<file path="src/prq_pkg.sv">
// ----------------------------------------------------------------------------
// prq_pkg
// Shared types and codes of the priority ready-queue scheduler.
// ----------------------------------------------------------------------------
package prq_pkg;

	typedef enum logic [1:0] {
		CMD_INSERT   = 2'd0,
		CMD_REMOVE   = 2'd1,
		CMD_REQUEUE  = 2'd2,
		CMD_DISPATCH = 2'd3
	} cmd_e_t;

	localparam logic [1:0] ST_READY   = 2'd1;
	localparam logic [1:0] ST_RUNNING = 2'd2;

	localparam logic [1:0] RC_OK      = 2'd0;
	localparam logic [1:0] RC_BAD_PRI = 2'd1;
	localparam logic [1:0] RC_NO_TASK = 2'd2;

	typedef enum logic [4:0] {
		S_CLR, S_IDLE, S_RD_T, S_RD_L,
		S_UL_P, S_UL_PW, S_UL_N, S_UL_NW, S_UL_FIN,
		S_AP_RD, S_AP_L, S_AP_PW, S_AP_TW,
		S_DS_DEM, S_DS_LVL, S_DS_TSK, S_DS_FAIL, S_FIN
	} seq_state_t;

	// finished command handed to the output stage
	typedef struct packed {
		logic       valid;
		logic [4:0] sel;
		logic [1:0] code;
	} fin_t;

endpackage

</file>
<file path="src/priority_ready_queue_scheduler_core.sv">
// ----------------------------------------------------------------------------
// priority_ready_queue_scheduler_core
// Fixed-priority FIFO ready queues with insert, remove, requeue and dispatch.
// ----------------------------------------------------------------------------
// One command is worked at a time. After reset the task and level tables are
// swept clear before the first transfer is taken. Insert, remove and requeue
// run read-modify-write steps on the task and level RAMs, each with one write
// and one read port; an insert with a bad priority, or any command but dispatch
// with a task index out of range, goes straight to the finish state. The
// dispatch walk reads one list link or one level head per cycle. A finished
// result sits in an output register, so the next command is taken while it
// waits.
module priority_ready_queue_scheduler_core #(
	parameter int NUM_TASKS  = 32,
	parameter int NUM_LEVELS = 16,
	parameter int NUM_CPUS   = 2
) (
	input  logic       clk,
	input  logic       arst_n,
	input  logic       in_valid,
	output logic       in_ready,
	input  logic [1:0] command,
	input  logic [4:0] task_index,
	input  logic [4:0] priority_req,
	input  logic [1:0] new_status,
	input  logic       cpu_select,
	output logic       out_valid,
	input  logic       out_ready,
	output logic [4:0] selected_task,
	output logic [1:0] result_code
);
	import prq_pkg::*;

	fin_t fin;
	logic fin_ack, idle, out_valid_q;
	logic [4:0] sel_q;
	logic [1:0] code_q;

	prq_ctrl #(
		.NUM_TASKS(NUM_TASKS), .NUM_LEVELS(NUM_LEVELS), .NUM_CPUS(NUM_CPUS)
	) u_ctrl (
		.clk(clk), .arst_n(arst_n), .start(in_valid && in_ready),
		.command(command), .task_index(task_index), .priority_req(priority_req),
		.new_status(new_status), .cpu_select(cpu_select),
		.idle(idle), .fin(fin), .fin_ack(fin_ack)
	);

	assign in_ready = idle;
	assign fin_ack  = fin.valid && (!out_valid_q || out_ready);

	always_ff @(posedge clk or negedge arst_n) begin
		if (!arst_n) begin
			out_valid_q <= 1'b0;
		end else if (fin_ack) begin
			out_valid_q <= 1'b1;
		end else if (out_ready) begin
			out_valid_q <= 1'b0;
		end
	end

	always_ff @(posedge clk) begin
		if (fin_ack) begin
			sel_q  <= fin.sel;
			code_q <= fin.code;
		end
	end

	assign out_valid     = out_valid_q;
	assign selected_task = sel_q;
	assign result_code   = code_q;

	a_busy_after_accept: assert property (@(posedge clk) disable iff (!arst_n)
		in_valid && in_ready |=> !in_ready)
		else $error("command taken while another is in progress");

	a_sel_zero_on_error: assert property (@(posedge clk) disable iff (!arst_n)
		out_valid && result_code != RC_OK |-> selected_task == 5'd0)
		else $error("task reported with an error code");

	a_no_overwrite: assert property (@(posedge clk) disable iff (!arst_n)
		fin_ack |-> !out_valid_q || out_ready)
		else $error("pending result overwritten");

endmodule

</file>
<file path="src/prq_ram.sv">
// ----------------------------------------------------------------------------
// prq_ram
// Generic single-write, single-read RAM with registered read data.
// ----------------------------------------------------------------------------
module prq_ram #(
	parameter int WIDTH = 8,
	parameter int DEPTH = 32
) (
	input  logic                                   clk,
	input  logic                                   we,
	input  logic [(DEPTH > 1 ? $clog2(DEPTH) : 1)-1:0] waddr,
	input  logic [WIDTH-1:0]                       wdata,
	input  logic [(DEPTH > 1 ? $clog2(DEPTH) : 1)-1:0] raddr,
	output logic [WIDTH-1:0]                       rdata
);
	logic [WIDTH-1:0] mem_q [DEPTH];

	always_ff @(posedge clk) begin
		if (we) begin
			mem_q[waddr] <= wdata;
		end
		rdata <= mem_q[raddr];
	end

endmodule

</file>
<file path="src/prq_ctrl.sv">
// ----------------------------------------------------------------------------
// prq_ctrl
// Command sequencer: task and level tables in RAM, read-modify-write of the
// linked lists, and the dispatch walk over the priority levels.
// ----------------------------------------------------------------------------
module prq_ctrl #(
	parameter int NUM_TASKS  = 32,
	parameter int NUM_LEVELS = 16,
	parameter int NUM_CPUS   = 2
) (
	input  logic          clk,
	input  logic          arst_n,
	input  logic          start,
	input  logic [1:0]    command,
	input  logic [4:0]    task_index,
	input  logic [4:0]    priority_req,
	input  logic [1:0]    new_status,
	input  logic          cpu_select,
	output logic          idle,
	output prq_pkg::fin_t fin,
	input  logic          fin_ack
);
	import prq_pkg::*;

	localparam int TW  = $clog2(NUM_TASKS);
	localparam int KW  = $clog2(NUM_TASKS + 1);
	localparam int LW  = NUM_LEVELS > 1 ? $clog2(NUM_LEVELS) : 1;
	localparam int CW  = NUM_CPUS > 1 ? $clog2(NUM_CPUS) : 1;
	localparam int M   = NUM_TASKS > NUM_LEVELS ? NUM_TASKS : NUM_LEVELS;
	localparam int CLW = $clog2(M);
	localparam logic [KW-1:0] NIL = KW'(NUM_TASKS);

	typedef struct packed {
		logic [1:0]    status;
		logic [LW-1:0] level;
		logic          aff;
		logic [KW-1:0] nxt;
		logic [KW-1:0] prv;
	} tent_t;

	typedef struct packed {
		logic [KW-1:0] head;
		logic [KW-1:0] tail;
	} lent_t;

	seq_state_t    state_q, state_d;
	cmd_e_t        cmd_q;
	logic [TW-1:0] tid_q, cur_q, old_q;
	logic [1:0]    st_q;
	logic          cpu_q;
	logic [LW-1:0] tgt_q, lvl_q;
	tent_t         t_q, old_ent_q;
	lent_t         l_q;
	logic          demoted_q;
	logic [1:0]    code_q;
	logic [4:0]    sel_q;
	logic [CLW-1:0] clr_q;
	logic [TW-1:0] run_q [NUM_CPUS];

	logic          t_we, l_we;
	logic [TW-1:0] t_waddr, t_raddr;
	logic [LW-1:0] l_waddr, l_raddr;
	tent_t         t_wdata, t_rd;
	lent_t         l_wdata, l_rd;
	logic [CW-1:0] cpu_i;
	logic          queued, lvl_last, hit;

	prq_ram #(.WIDTH($bits(tent_t)), .DEPTH(NUM_TASKS)) u_task_ram (
		.clk(clk), .we(t_we), .waddr(t_waddr), .wdata(t_wdata),
		.raddr(t_raddr), .rdata(t_rd)
	);

	prq_ram #(.WIDTH($bits(lent_t)), .DEPTH(NUM_LEVELS)) u_level_ram (
		.clk(clk), .we(l_we), .waddr(l_waddr), .wdata(l_wdata),
		.raddr(l_raddr), .rdata(l_rd)
	);

	assign cpu_i    = CW'(cpu_select);
	assign queued   = (t_q.prv != NIL) || (l_rd.head == KW'(tid_q));
	assign lvl_last = lvl_q == LW'(NUM_LEVELS - 1);
	assign hit      = (t_rd.status == ST_READY) && (t_rd.aff == cpu_q);
	assign idle     = state_q == S_IDLE;
	assign fin      = '{valid: state_q == S_FIN, sel: sel_q, code: code_q};

	always_ff @(posedge clk or negedge arst_n) begin
		if (!arst_n) begin
			state_q <= S_CLR;
			clr_q   <= '0;
			for (int i = 0; i < NUM_CPUS; i++) begin
				run_q[i] <= '0;
			end
		end else begin
			state_q <= state_d;
			if (state_q == S_CLR) begin
				clr_q <= clr_q + 1'b1;
			end
			if (state_q == S_DS_TSK && hit) begin
				run_q[CW'(cpu_q)] <= cur_q;
			end
		end
	end

	// payload and working registers
	always_ff @(posedge clk) begin
		case (state_q)
			S_IDLE: begin
				cmd_q     <= cmd_e_t'(command);
				tid_q     <= TW'(task_index);
				st_q      <= new_status;
				cpu_q     <= cpu_select;
				tgt_q     <= LW'(32'(priority_req) - 1);
				old_q     <= run_q[cpu_i];
				demoted_q <= 1'b0;
				sel_q     <= '0;
				if (command == CMD_DISPATCH) begin
					code_q <= 32'(cpu_select) < NUM_CPUS ? RC_OK : RC_NO_TASK;
				end else if (command == CMD_INSERT && 32'(task_index) < NUM_TASKS &&
						(priority_req == 5'd0 || 32'(priority_req) > NUM_LEVELS)) begin
					code_q <= RC_BAD_PRI;
				end else begin
					code_q <= RC_OK;
				end
			end
			S_RD_T: t_q <= t_rd;
			S_RD_L: begin
				l_q <= l_rd;
				if (cmd_q != CMD_REMOVE) begin
					t_q.status <= st_q;
				end
				if (cmd_q == CMD_INSERT) begin
					t_q.aff <= cpu_q;
				end
				if (cmd_q == CMD_REQUEUE) begin
					tgt_q <= t_q.level;
				end
			end
			S_UL_P: begin
				if (t_q.prv == NIL) begin
					l_q.head <= t_q.nxt;
				end
			end
			S_UL_N: begin
				if (t_q.nxt == NIL) begin
					l_q.tail <= t_q.prv;
				end
			end
			S_UL_FIN: begin
				t_q.prv <= NIL;
				t_q.nxt <= NIL;
			end
			S_AP_L: begin
				t_q.level <= tgt_q;
				t_q.prv   <= l_rd.tail;
				t_q.nxt   <= NIL;
			end
			S_DS_DEM: begin
				old_ent_q <= t_rd;
				demoted_q <= (old_q != '0) && (t_rd.status == ST_RUNNING);
				lvl_q     <= '0;
			end
			S_DS_LVL: begin
				if (l_rd.head == NIL) begin
					lvl_q <= lvl_q + 1'b1;
				end else begin
					cur_q <= l_rd.head[TW-1:0];
				end
			end
			S_DS_TSK: begin
				if (hit) begin
					sel_q <= 5'(cur_q);
				end else if (t_rd.nxt == NIL) begin
					lvl_q <= lvl_q + 1'b1;
				end else begin
					cur_q <= t_rd.nxt[TW-1:0];
				end
			end
			S_DS_FAIL: code_q <= RC_NO_TASK;
			default: ;
		endcase
	end

	always_comb begin
		state_d = state_q;
		t_we    = 1'b0;
		t_waddr = tid_q;
		t_wdata = t_q;
		t_raddr = tid_q;
		l_we    = 1'b0;
		l_waddr = t_q.level;
		l_wdata = l_q;
		l_raddr = t_q.level;
		unique case (state_q)
			S_CLR: begin
				t_we    = 32'(clr_q) < NUM_TASKS;
				t_waddr = clr_q[TW-1:0];
				t_wdata = '{status: '0, level: '0, aff: 1'b0, nxt: NIL, prv: NIL};
				l_we    = 32'(clr_q) < NUM_LEVELS;
				l_waddr = clr_q[LW-1:0];
				l_wdata = '{head: NIL, tail: NIL};
				if (clr_q == CLW'(M - 1)) begin
					state_d = S_IDLE;
				end
			end
			S_IDLE: begin
				t_raddr = TW'(task_index);
				if (start) begin
					if (command == CMD_DISPATCH) begin
						t_raddr = run_q[cpu_i];
						state_d = 32'(cpu_select) < NUM_CPUS ? S_DS_DEM : S_FIN;
					end else if (32'(task_index) >= NUM_TASKS) begin
						state_d = S_FIN;
					end else if (command == CMD_INSERT && (priority_req == 5'd0 ||
							32'(priority_req) > NUM_LEVELS)) begin
						state_d = S_FIN;
					end else begin
						state_d = S_RD_T;
					end
				end
			end
			S_RD_T: begin
				l_raddr = t_rd.level;
				state_d = S_RD_L;
			end
			S_RD_L: begin
				if (queued) begin
					state_d = S_UL_P;
				end else begin
					case (cmd_q)
						CMD_REMOVE: state_d = S_FIN;
						CMD_INSERT: state_d = S_AP_RD;
						default:    state_d = S_AP_TW;
					endcase
				end
			end
			S_UL_P: begin
				t_raddr = t_q.prv[TW-1:0];
				state_d = t_q.prv == NIL ? S_UL_N : S_UL_PW;
			end
			S_UL_PW: begin
				t_we        = 1'b1;
				t_waddr     = t_q.prv[TW-1:0];
				t_wdata     = t_rd;
				t_wdata.nxt = t_q.nxt;
				state_d     = S_UL_N;
			end
			S_UL_N: begin
				t_raddr = t_q.nxt[TW-1:0];
				state_d = t_q.nxt == NIL ? S_UL_FIN : S_UL_NW;
			end
			S_UL_NW: begin
				t_we        = 1'b1;
				t_waddr     = t_q.nxt[TW-1:0];
				t_wdata     = t_rd;
				t_wdata.prv = t_q.prv;
				state_d     = S_UL_FIN;
			end
			S_UL_FIN: begin
				l_we = 1'b1;
				if (cmd_q == CMD_REMOVE) begin
					t_we        = 1'b1;
					t_wdata.prv = NIL;
					t_wdata.nxt = NIL;
					state_d     = S_FIN;
				end else begin
					state_d = S_AP_RD;
				end
			end
			S_AP_RD: begin
				l_raddr = tgt_q;
				state_d = S_AP_L;
			end
			S_AP_L: begin
				l_we         = 1'b1;
				l_waddr      = tgt_q;
				l_wdata.head = l_rd.tail == NIL ? KW'(tid_q) : l_rd.head;
				l_wdata.tail = KW'(tid_q);
				t_raddr      = l_rd.tail[TW-1:0];
				state_d      = l_rd.tail == NIL ? S_AP_TW : S_AP_PW;
			end
			S_AP_PW: begin
				t_we        = 1'b1;
				t_waddr     = t_q.prv[TW-1:0];
				t_wdata     = t_rd;
				t_wdata.nxt = KW'(tid_q);
				state_d     = S_AP_TW;
			end
			S_AP_TW: begin
				t_we    = 1'b1;
				state_d = S_FIN;
			end
			S_DS_DEM: begin
				// running task of this cpu, if not task 0, drops back to ready
				t_we           = (old_q != '0) && (t_rd.status == ST_RUNNING);
				t_waddr        = old_q;
				t_wdata        = t_rd;
				t_wdata.status = ST_READY;
				l_raddr        = '0;
				state_d        = S_DS_LVL;
			end
			S_DS_LVL: begin
				l_raddr = lvl_q + 1'b1;
				t_raddr = l_rd.head[TW-1:0];
				if (l_rd.head != NIL) begin
					state_d = S_DS_TSK;
				end else if (lvl_last) begin
					state_d = S_DS_FAIL;
				end
			end
			S_DS_TSK: begin
				l_raddr = lvl_q + 1'b1;
				t_raddr = t_rd.nxt[TW-1:0];
				t_waddr = cur_q;
				t_wdata = t_rd;
				t_wdata.status = ST_RUNNING;
				if (hit) begin
					t_we    = 1'b1;
					state_d = S_FIN;
				end else if (t_rd.nxt == NIL) begin
					state_d = lvl_last ? S_DS_FAIL : S_DS_LVL;
				end
			end
			S_DS_FAIL: begin
				// nothing found, old task resumes
				t_we    = demoted_q;
				t_waddr = old_q;
				t_wdata = old_ent_q;
				state_d = S_FIN;
			end
			S_FIN: begin
				if (fin_ack) begin
					state_d = S_IDLE;
				end
			end
			default: state_d = S_IDLE;
		endcase
	end

endmodule
</file>
<file path="config.mk">
export PLATFORM = sky130hd
export DESIGN_NAME = priority_ready_queue_scheduler_core
export DESIGN_NICKNAME = d
export VERILOG_FILES = /design/src/prq_pkg.sv /design/src/priority_ready_queue_scheduler_core.sv /design/src/prq_ram.sv /design/src/prq_ctrl.sv
export SDC_FILE = /design/constraint.sdc
export NUM_CORES = 1
export LEC_CHECK = 0
export CORE_MARGIN = 2
export CORE_UTILIZATION = 30
export CTS_CLUSTER_SIZE = 14
export DETAILED_ROUTE_END_ITERATION = 16
export DONT_BUFFER_PORTS = 1
export GPL_TIMING_DRIVEN = 0
export PLACE_DENSITY = 0.46
export SYNTH_ARGS = -nofsm -noshare
export SYNTH_HDL_FRONTEND = slang
export SYNTH_SLANG_ARGS = --single-unit
</file>
<file path="constraint.sdc">
create_clock -name clk -period 7 [get_ports clk]
set_input_delay 1.4 -clock clk [delete_from_list [all_inputs] [get_ports clk]]
set_output_delay 1.4 -clock clk [all_outputs]
set_load 0.01 [all_outputs]
</file>
# After elaboration in Yosys (flattened, before gate mapping)

Memories as Yosys holds them, arrays and structs flattened. A register that Yosys moved wholly into a read port is not among the register bits.
Index checks and enable logic that the tools add are counted.

Bits in registers: 114
RAM bits: 800
Input bits: 19
Output and inout port bits: 9
Logic and storage cells: 207
Memories: 2

Memories:

| memory                   | words | bits a word | rd ports | clocked after Yosys merged registers in | write ports | line          | text |
|---|---|---|---|---|---|---|---|
| u_ctrl.u_task_ram.mem_q  | 32    | 19          | 1        | 1                                       | 1           | prq_ram.sv:16 | `logic [WIDTH-1:0] mem_q [DEPTH];` |
| u_ctrl.u_level_ram.mem_q | 16    | 12          | 1        | 1                                       | 1           | prq_ram.sv:16 |  |

Add/sub/neg operators: 3
Magnitude comparators: 5
Equality and inequality tests: 50
Multiplexer cells: 70
Bitwise logic cells: 2
Reduce and logical (&&, ||, !) cells: 45

Operators by type and width:

| cell                                                   | number |
|---|---|
| 2-to-1 mux 5 bit                                       | 22 |
| case mux 5 bit (17 select lines)                       | 1 |
| case mux 12 bit (7 select lines)                       | 1 |
| equality test 5 x 4 -> 1 bit (second input constant)   | 8 |
| case mux 12 bit (3 select lines)                       | 1 |
| case mux 7 bit (5 select lines)                        | 1 |
| equality test 6 bit (second input constant)            | 5 |
| case mux 5 bit (2 select lines)                        | 3 |
| case mux 5 bit (6 select lines)                        | 1 |
| case mux 5 bit (5 select lines)                        | 1 |
| case mux 12 bit (2 select lines)                       | 1 |
| case mux 4 bit (2 select lines)                        | 3 |
| case mux 6 bit (2 select lines)                        | 2 |
| equality test 5 x 3 -> 1 bit (second input constant)   | 4 |
| 2-to-1 mux 4 bit                                       | 5 |
| inequality test 2 x 1 -> 1 bit (second input constant) | 10 |
| nonzero test 2 bit                                     | 10 |
| 2-to-1 mux 6 bit                                       | 3 |
| case mux 4 bit (4 select lines)                        | 1 |
| equality test 5 bit (second input constant)            | 3 |
| 2-to-1 mux 12 bit                                      | 1 |
| inequality test 6 bit (second input constant)          | 2 |
| case mux 4 bit (3 select lines)                        | 1 |
| AND reduction 2 bit                                    | 6 |
| other kinds (38)                                       | 79 |

# Longest topological paths before layout

Depth in word-level cells: 7
Gate-level depth with buffers: 13
Gate-level depth less buffers: 9

# By module

Synthesis repeated with hierarchy kept, for this count alone.

Cell total of the unflattened synthesis: 2305
Area, all modules: 38298.0 µm²

By module, submodules not included:

| module                              | instances | cells an instance | area each (µm²) | sequential area each (µm²) |
|---|---|---|---|---|
| prq_ram (u_ctrl.u_task_ram)         | 1         | 1346              | 24245.8         | 18637.9 |
| prq_ram (u_ctrl.u_level_ram)        | 1         | 329               | 7599.8          | 6005.8 |
| prq_ctrl                            | 1         | 618               | 6192.2          | 3083.0 |
| priority_ready_queue_scheduler_core | 1         | 12                | 260.2           | 235.2 |

# Worst setup path before layout

OpenSTA, ideal clock, no wires.

Kind: reg-to-reg
Start point: reg u_ctrl.state_q[3]
End point: mem u_ctrl.u_task_ram.mem_q[3][0] (netlist bit), enable pin
Library setup time: 0.395 ns
Arrival: 3.821 ns
Required time: 6.605 ns
Path slack: 2.785 ns
Stages on the path, launching flop included: 12
Path buffers: 3
Period minus slack after synthesis: 4.215 ns
Cells stage by stage: dfrtp_1 buf_6 buf_4 clkbuf_1 nand4b_1 nor2_1 o21ai_0 nor3b_1 nor4_1 nor2_1 nand2_1 nor2_1

Longest elaborated chain between the ends: 5
Elaborated cells on any way between the ends: 16
Classes of those cells: eq/ne: 8; mux: 4; reduce/logical: 4

RTL lines:

| what                                                       | line            | text |
|---|---|---|
| start, declared                                            | prq_ctrl.sv:46  | `seq_state_t state_q, state_d;` |
| start signal, assigned                                     | prq_ctrl.sv:93  | `state_q <= state_d;` |
| equality test 5 x 4 -> 1 bit, or another cell as far along | prq_ctrl.sv:192 | `unique case (state_q)` |
| OR reduction 5 bit (no source line)                        | n/a             |  |
| case mux 1 bit (5 select lines)                            | prq_ctrl.sv:192 |  |
| 2-to-1 mux 1 bit                                           | prq_ram.sv:19   | `if (we) begin` |
| 2-to-1 mux 1 bit (not written as such)                     | prq_ram.sv:20   | `mem_q[waddr] <= wdata;` |
| end, declared                                              | prq_ram.sv:16   |  |

Parallel ways exist; a longest one is shown, timed or not.

# Final worst setup path

Start point: reg u_ctrl.state_q[3]
End point: mem u_ctrl.u_task_ram.mem_q[26][18] (netlist bit), enable pin

The elaborated chain is that of the path after synthesis.

==> impl_results.md <==
- Internal power: 14.8 mW
- Final WL: 117,000 µm
- Final setup violation count: 0
- Sw Share: 0.412
- DR WL met2: 56,800 µm
- Commonest non-fill, non-tap cell in the layout: edfxtp_1
- Hold-fix buffers, CTS: 0
- YS warnings: 0
- Overall Power: 25.2 mW
- Slew Viols, Final: 1
- WL per Instance: 25.9 µm
- Clock Skews: 0.0476 ns
- Die area: 135,000 µm²
- Synthesis-stage register bit count: 945
- Sequential share of the synthesized area: 0.708
- Post-synthesis cell count: 2,510
- Die X: 367 µm
- Number of global-route vias before repair: 22,800
- Fin Hold WS: 0.371 ns
- Syn avg cell area: 15.7 µm²
- Met1 Wirelength: 51,400 µm
- Worst-path cell chain: buf_6, buf_4, clkbuf_1, nand4b_1, nor2_2, o21ai_0, nor3b_1, nor4_1, nor2_1, nand2_1, nor2_2
- DP HPWL: 84,100 µm
- Antenna Nets Post-Route: 0
- CTS resizes: 0
- Root Driver: clkbuf_16
- Synth Area in XOR/XNOR: 0.00310
- Vias: 22,600
- Synth area leader: edfxtp_1
- DRC: 0
- Worst EP required: 7.32 ns
- Max Freq: 192 MHz
- CP max stage cell: nor2_2
- Area of the multi-input gates: 10,800 µm²
- Gr usage total: 0.170
- Nets: 2,683
- Clk sinks: 945
- Layout cells sized above 1: 0.170
- Failing checks: capacitance limit, slew limit
- Die Ht: 367 µm
- H-tree depth reported by CTS: 3
- Top sig layer: met4
- Max cap viols: 1
- Post-synthesis mux area share: 0.120
- Largest family of logic cells by synthesized area: multiplexers
- Adder-Cell Fraction of Synth Area: 0.00127
- IO buf count: 0
- Setup_tns: 0 ns
- Minimum clock period: 5.20 ns
- Initial antenna violation count: 7
- Synth unique cells: 88
- Routability cong.: 0.944
- Post CTS Setup Buffer Count: 0
- Status: finished, violations left
- Clk slew on worst S/H paths: 0.06 ns
- Grt total ovfl: 0
- Seq pwr share: 0.341
- Detailed Route Iter0 Violations: 1,738
- Comb pwr share: 0.453
- Synth Area in Compound Gates: 0.0829
- Crit path largest cell delay: 0.94 ns
- Kind of critical path: reg -> reg
- Vias/cell: 5.01
- Worst-path maximum fanout: 19
- DRT Pass-1 Iters: 7
- Synth top area share: 0.679
- Routed met3 length: 5350 µm
- Simple-gate portion of the synthesized area: 0.0617
- CTS tree: built
- Number of flops mapped to enable cells by yosys: 893
- Clock Path Buffers: 3
- Core area: 131,000 µm²
- Area contributors post-synth: edfxtp_1, mux2i_1, mux2_2
- Nature of the critical path endpoint: flop
- Most frequent cells in the layout: edfxtp_1, mux2i_1, nand2_1
- Sw Pwr: 10.4 mW
- Num rows: 133
- Final Core Density: 0.350
- First-pass GRT wire length: 165,000 µm
- CP dominant cell by count: nor2_2
- Fillcell total: 12,600
- Netlist Area Pre-Place: 39,500 µm²
- Clk_lat worst skew: 0.72 ns
- Top_reg_cell synth: edfxtp_1
- Pin count of the biggest net entering global routing: 33
- TritonCTS buffer count: 102
- Area Growth Syn to Fin: 16.1%
- Worst setup SP type: flop
- Actual slew at the worst max-slew pin: 1.50 ns
- Async S/R FF share, synth: 0.0222
- # IOs: 28
- Initial Utilization: 0.301
- Fin crit share: 0.743
- Maximum VDD drop: 266 µV
- Clk pwr share: 0.205
- RSZ-0062 raised after global routing: false
- Mapped Nets: 2,533
- LEAKAGE: 15.8 nW
- Register area: 28,000 µm²
- Hold Crit Class: in -> async
- Worst Path Arrival: 5.52 ns
- Power per Cell Area: 549 nW/µm²
- Relative slew slack: -0.00811
- Final Hold Fails: 0
-- flip-flops by register name, indices dropped and copies added (netlist names), 5 cells and up --
name                      cells
selected_task                 5
u_ctrl.clr_q                  5
u_ctrl.cur_q                  5
u_ctrl.l_q                   12
u_ctrl.old_ent_q             19
u_ctrl.old_q                  5
u_ctrl.run_q                 10
u_ctrl.sel_q                  5
u_ctrl.state_q                5
u_ctrl.t_q                   19
u_ctrl.tid_q                  5
u_ctrl.u_level_ram.mem_q    192
u_ctrl.u_level_ram.rdata     12
u_ctrl.u_task_ram.mem_q     608
u_ctrl.u_task_ram.rdata      19
-- synth_stat cells (all sizes together) (21+ instances only) --
| cell | instances |
|---|---|
| o21ai | 53 |
| clkbuf | 56 |
| a31oi | 27 |
| mux2 | 92 |
| o22ai | 23 |
| buf | 81 |
| a221o | 28 |
| o211ai | 21 |
| a21oi | 41 |
| nand2 | 202 |
| a22o | 48 |
| mux2i | 370 |
| edfxtp | 893 |
| a311oi | 24 |
| and2 | 62 |
| dfrtp | 21 |
| a211oi | 65 |
| nor2 | 103 |
| dfxtp | 31 |
| inv | 39 |
-- final timing paths --
path	start	endpoint	slack (ns)	depth (start not counted)
worst min register to register	u_ctrl.code_q[1]$_SDFFCE_PN1P_	result_code[1]$_DFFE_PP_	0.42	0
min in group clk	u_ctrl.code_q[1]$_SDFFCE_PN1P_	result_code[1]$_DFFE_PP_	0.42	0
max in group asynchronous	arst_n	u_ctrl.run_q[3]$_DFFE_PN0P_	6.53	0
worst min-delay path	arst_n	u_ctrl.clr_q[1]$_DFFE_PN0N_	0.37	0
worst max register to register	u_ctrl.state_q[3]$_DFFE_PN0P_	u_ctrl.u_task_ram.mem_q[26][18]$_DFFE_PP_	1.80	11
worst max-delay path	u_ctrl.state_q[3]$_DFFE_PN0P_	u_ctrl.u_task_ram.mem_q[26][18]$_DFFE_PP_	1.80	11
-- metal layers --
| metal | up-vias | GRT usage |
|---|---|---|
| met5 | - | 0 |
| met4 | 0 | 0.0523 |
| met3 | 170 | 0.0276 |
| met2 | 614 | 0.287 |
| met1 | 11600 | 0.223 |
| li1 | 10200 | - |
-- cell families after synthesis --
| logic type | Yosys count |
|---|---|
| AOI/OAI and AO/OA | 411 |
| xor gates and xnor gates | 14 |
| adders and majority gates | 4 |
| buffers and inverters | 176 |
| DFF | 945 |
| muxes | 462 |
| and+or+nand+nor | 498 |
-- final cells by class --
class                      count  area share
sequential                   945       0.610
buffer                       137      0.0169
inverter                      39     0.00319
clock buffer                 138      0.0621
timing repair buffer          46      0.0173
antenna                        2    0.000109
clock inverter                53     0.00815
multi-input combinational   1389       0.235
tap                         1755      0.0479
-- metrics by stage --
step	setup WS (ns)	area (µm²)	cells
4_1_cts	1.87	45900	4502
3_3_place_gp	0.241	41700	4265
3_5_place_dp	1.93	42600	4311
5_1_grt	1.51	45900	4502
2_1_floorplan	2.78	39500	2510
6_report	1.80	45900	4504
-- power by group through the flow --
stage                     clock network, mW  logic (mW)  registers [mW]
after floorplan                           0        6.76            8.45
after global placement                    0        10.9            8.77
after detailed placement                  0        11.5            8.71
after CTS                              5.30        11.5            8.60
after global routing                   5.52        12.0            8.67
final                                  5.17        11.4            8.60
-- worst max-delay path, delay by kind of cell, from the launching register on --
| family | cells | cell delay [ns] |
|---|---|---|
| buffers and inverters | 3 | 0.81 |
| AO/OA/AOI/OAI | 1 | 0.19 |
| flip-flops | 1 | 0.56 |
| AND/OR/NAND/NOR | 7 | 3.23 |
Note: power is estimated with default switching activity, not from simulation.
